[config.mk]
export PLATFORM = sky130hd
export DESIGN_NAME = gfpa_ram
export DESIGN_NICKNAME = d
export VERILOG_FILES = /design/src/rtl/gfpa_ram.sv
export SDC_FILE = /design/constraint.sdc
export NUM_CORES = 2
export LEC_CHECK = 0
export ABC_AREA = 1
export BUFFER_PORTS_ARGS = -buffer_cell sky130_fd_sc_hd__buf_2
export CAP_MARGIN = 10
export CORE_MARGIN = 5
export CORE_UTILIZATION = 30
export CTS_CLUSTER_SIZE = 8
export DETAILED_ROUTE_END_ITERATION = 16
export MAX_ROUTING_LAYER = met4
export SLEW_MARGIN = 20
export SYNTH_ARGS = -nofsm -noshare
export SYNTH_HDL_FRONTEND = slang
export SYNTH_SLANG_ARGS = --single-unit
[constraint.sdc]
create_clock -name clk -period 1.8 [get_ports clk]
set_input_delay 0 -clock clk [delete_from_list [all_inputs] [get_ports clk]]
set_output_delay 0 -clock clk [all_outputs]
set_load 0.005 [all_outputs]
[src/rtl/gfpa_ram.sv]
module gfpa_ram #(
	parameter int WIDTH = 8,
	parameter int DEPTH = 256
) (
	input  logic                     clk,
	input  logic                     we,
	input  logic [$clog2(DEPTH)-1:0] waddr,
	input  logic [WIDTH-1:0]         wdata,
	input  logic                     re,
	input  logic [$clog2(DEPTH)-1:0] raddr,
	output logic [WIDTH-1:0]         rdata
);

	logic [WIDTH-1:0] mem_q [DEPTH];

	always_ff @(posedge clk) begin
		if (we) begin
			mem_q[waddr] <= wdata;
		end
	end

	always_ff @(posedge clk) begin
		if (re) begin
			rdata <= mem_q[raddr];
		end
	end

endmodule

After elaboration in Yosys (flattened, before gate mapping)
Memories as Yosys holds them, arrays and structs flattened. A register that Yosys moved wholly into a read port is not among the register bits.
Index checks and enable logic that the tools add are counted.

cells by class
  muxes and demuxes = 2

operator list
  kind               number
  1-bit two-way mux  2

storage, ports and cells
  memory bits (writable) = 2048
  memories = 1
  flip-flop bits (word level) = 0

memory list
  memory  depth  bits a word  read ports  clocked after Yosys merged registers in  wr ports  RTL line  text
  mem_q   256    8            1           1                                        1         14        logic [WIDTH-1:0] mem_q [DEPTH];

Logic depth before layout (Yosys ltp)
  depth after elaboration = 2
  mapped depth = 15
  mapped depth without buffers = 11

Worst setup path after synthesis
OpenSTA, ideal clock, no wires.

  kind = input to register
  start point = in we
  end point = mem mem_q[162][0] (enable)
  data arrival time = 1121 ps
  stages on the path = 4
  slack = 309 ps
  setup time = 370 ps
  cell sequence = clkbuf_1 > nand3_1 > clkbuf_1 > nor2_1

between the ends
  cells in the longest elaborated chain, start to end = 2

ends and longest elaborated chain
  what                                     RTL line  text
  start, declared                          6         input logic we,
  1-bit two-way mux                        17        if (we) begin
  1-bit two-way mux (not written as such)  18        mem_q[waddr] <= wdata;
  end, declared                            14

No other way between the ends.

==> summary.md <==
| Metric | Value |
|---|---|
| Outcome | `finished, violations left` |
| Failing checks | `negative setup slack` |
| Clock network latency to the later pin of the worst-skew pair | `between 0.9 and 1 ns` |
| First-pass GRT wire length | `369000 um` |
| Core ar. | `~280000 sq um` |
| VDD IR max | `0.703 mV` |
| Met3 routed WL | `19600 um` |
| Worst setup path class | `reg2reg` |
| Most frequent CP cell | `nand3_1` |
| Post-DP Area | `just over 90000 sq um` |
| PortBufs | `34` |
| Most frequent cells in the layout | `2112 x nand2_1, 2056 x edfxtp_1, 1929 x nand3_1` |
| Slew HR | `a little under half` |
| Net Sw Frac | `around 22%` |
| Clock buffer depth | `4` |
| Net count, final | `roughly 7600` |
| Clock Skews | `around 0.053 ns` |
| Tot GR Track Use | `approximately 17%` |
| Post-Syn Nets | `~7000` |
| Vias in the first global route | `about 56000` |
| Register area | `61700 sq um` |
| # DRC | `0` |
| Minimum hold slack | `approximately 0.039 ns` |
| Clock transition at path regs | `0.05 ns` |
| Power Dens Cells | `around 1100 nW/um^2` |
| Synth Instances | `between 7000 and 8000` |
| Total power | `between 0.1 and 0.15 W` |
| CP startpoint kind | `flip-flop` |
| Die width | `roughly 540 um` |
| CTS Sinks | `a little over 2000` |
| Warnings, synthesis | `0` |
| Num rows | `slightly below 200` |
| Power share of the clock group | `between 40 and 50%` |
| Largest net degree at the start of global routing | `92` |
| I/O pins | `35` |
| Syn avg cell area | `around 12 sq um` |
| Placer Congestion | `around 0.89` |
| Post-Layout Inst Area | `roughly 100000 sq um` |
| Routed vias/inst | `5.05` |
| Worst-margin pin slew | `0.817 ns` |
| Max H-tree Level | `5` |
| Cell area after synthesis | `about 83000 sq um` |
| CP endpoint kind | `flip-flop` |
| Combinational share of power | `under 10%` |
| HP Class | `in2reg` |
| Synth cell types | `13` |
| Fmax | `approximately 540 MHz` |
| Dpl ws | `-0.744 ns` |
| Via count | `57200` |
| Root Buffer | `clkbuf_16` |
| Final ANT Viol Nets | `0` |
| Leading area contributor after synthesis | `edfxtp_1` |
| Detailed Routing Iterations Pass 1 | `6` |
| Drt total wl | `around 250000 um` |
| Slew Limit Fails | `0` |
| #FFs+latches synth | `about 2000` |
| WP data arrival | `between 2 and 3 ns` |
| Util after Layout | `~37%` |
| Filler Cell Count | `26500` |
| HPWL after detailed placement | `~150000 um` |
| Synth area leaders | `edfxtp_1 74%, nand3_1 12%, nand2_1 9.5%` |
| Wl on met1 | `a little over 100000 um` |
| Tmin final | `approximately 1.9 ns` |
| Slowest CP cell | `edfxtp_1` |
| Cell-internal power | `0.0855 W` |
| Max Used Layer | `met4` |
| Routed length on met2 | `roughly 120000 um` |
| Worst EP required | `between 2 and 2.5 ns` |
| DR iter-0 viols | `between 6000 and 7000` |
| P_sw | `0.0239 W` |
| Worst Setup Slack, final | `-0.0509 ns` |
| Worst-path maximum fanout | `1` |
| Multi-input logic area | `between 15000 and 20000 sq um` |
| Pleak | `36.3 nW` |
| Die span in y | `around 540 um` |
| Post-DR wirelength/cell | `around 22 um` |
| Max incr delay on CP | `approximately 0.36 ns` |
| Final setup violating endpoints | `4` |
| Hold Violations, Final | `0` |
| Final period util | `103%` |
| Layout cell share with drive strength beyond 1 | `about 16%` |
| Max_cap viols | `0` |
| CTS tree | `built` |
| Total grt overflow | `0` |
| TritonCTS Buffers | `about 300` |
| Worst-path cell chain | `nand2_1 > nand3_1 > nand3_1 > nand3_1 > nand3_2 > nand3_1 > nand3_1 > nand2_2 > nand2_1 > nand2_1` |
| Post-synth top area share | `roughly three quarters` |
| Syn-to-layout area delta | `22.4%` |
| Sequential share of power | `approximately 48%` |
| Antenna violations before repair | `18` |
| Most common cell after layout, fill and taps aside | `nand2_1` |
| Seq/Total Area, Yosys | `about three quarters` |
| Initial Utilization | `between 30 and 40%` |
| RSZ-0062 raised after global routing | `yes` |
| Die ar. | `slightly below 300000 sq um` |
stage by stage:
step / TNS, ns / instances
4_1_cts: -0.0124 / 11300
2_1_floorplan: 0 / 7003
6_report: -0.0522 / 11300
5_1_grt: -0.459 / 11300
3_3_place_gp: -4.67 / 11000
3_5_place_dp: -4.62 / 11000
synth_stat cells:
cell type  instances
buf_4             46
buf_1             40
buf_6             16
inv_2              2
nor2_1           283
buf_2            268
nand2_1         2123
nand3_1         2019
inv_1             36
clkbuf_1         112
inv_4              1
buf_8              1
edfxtp_1        2056
worst max-delay path: cells and delay by family, from the launching register on:
family,cells,cell delay [ns]
AND/OR/NAND/NOR,10,1.24
flip-flops,1,0.36
routing by layer:
metal / vias to the layer above / global-route usage (%)
met1: 28300 / 22.7
met3: 512 / 2.98
li1: 26000 / -
met2: 2507 / 26.8
met4: 0 / 7.64
met5: - / -
cells by family (layout without fill, tap and decap cells):
| family | after synthesis | in the layout | synth area share, % |
|---|---|---|---|
| DFF | 2056 | 2056 | 74.0 |
| other | 0 | 18 | 0 |
| buffers and inverters | 522 | 1123 | 3.12 |
| and+or+nand+nor | 4425 | 4425 | 22.9 |
final timing paths:
| kind | startpoint | end | slack [ns] | cells after the start |
|---|---|---|---|---|
| worst max-delay path | mem_q[15][0] | rdata[0] | -0.05 | 10 |
| worst min-delay path | wdata[3] | mem_q[111][3] | 0.04 | 2 |
| worst max register to register | mem_q[15][0] | rdata[0] | -0.05 | 10 |
| worst min register to register | mem_q[172][6] | rdata[6] | 1.07 | 10 |
power by group through the flow:
stage / sequential [W] / clock, W / combinational, W
floorplan: 0.0538 / 0 / 0.00326
global placement: 0.0538 / 0 / 0.00697
detailed placement: 0.0539 / 0 / 0.00702
CTS: 0.0530 / 0.0499 / 0.00716
global route: 0.0529 / 0.0521 / 0.00778
finish: 0.0530 / 0.0491 / 0.00726
what timing repair did:
| item | CTS | global route |
|---|---|---|
| hold buffers | 25 | 0 |
| pin swaps | 1 | 6 |
| hold endpoints to repair | 2304 | 0 |
| cloned | 0 | 2 |
| resized for setup | 39 | 104 |
| setup buffers | 0 | 1 |
| setup endpoints to repair | 10 | 299 |
final cells by class:
type                       instances  share of cell area (%)
inverter                          39                   0.176
clock inverter                     7                  0.0968
clock buffer                     314                    7.67
multi-input combinational       4425                    19.3
antenna                           18                  0.0441
sequential                      2056                    60.4
timing repair buffer             763                    7.71
tap                             3705                    4.54
sequential cells by signal, summed over array words and instances (netlist names):
name and cells:
rdata 8, mem_q 2048
Note: power is estimated with default switching activity, not from simulation.
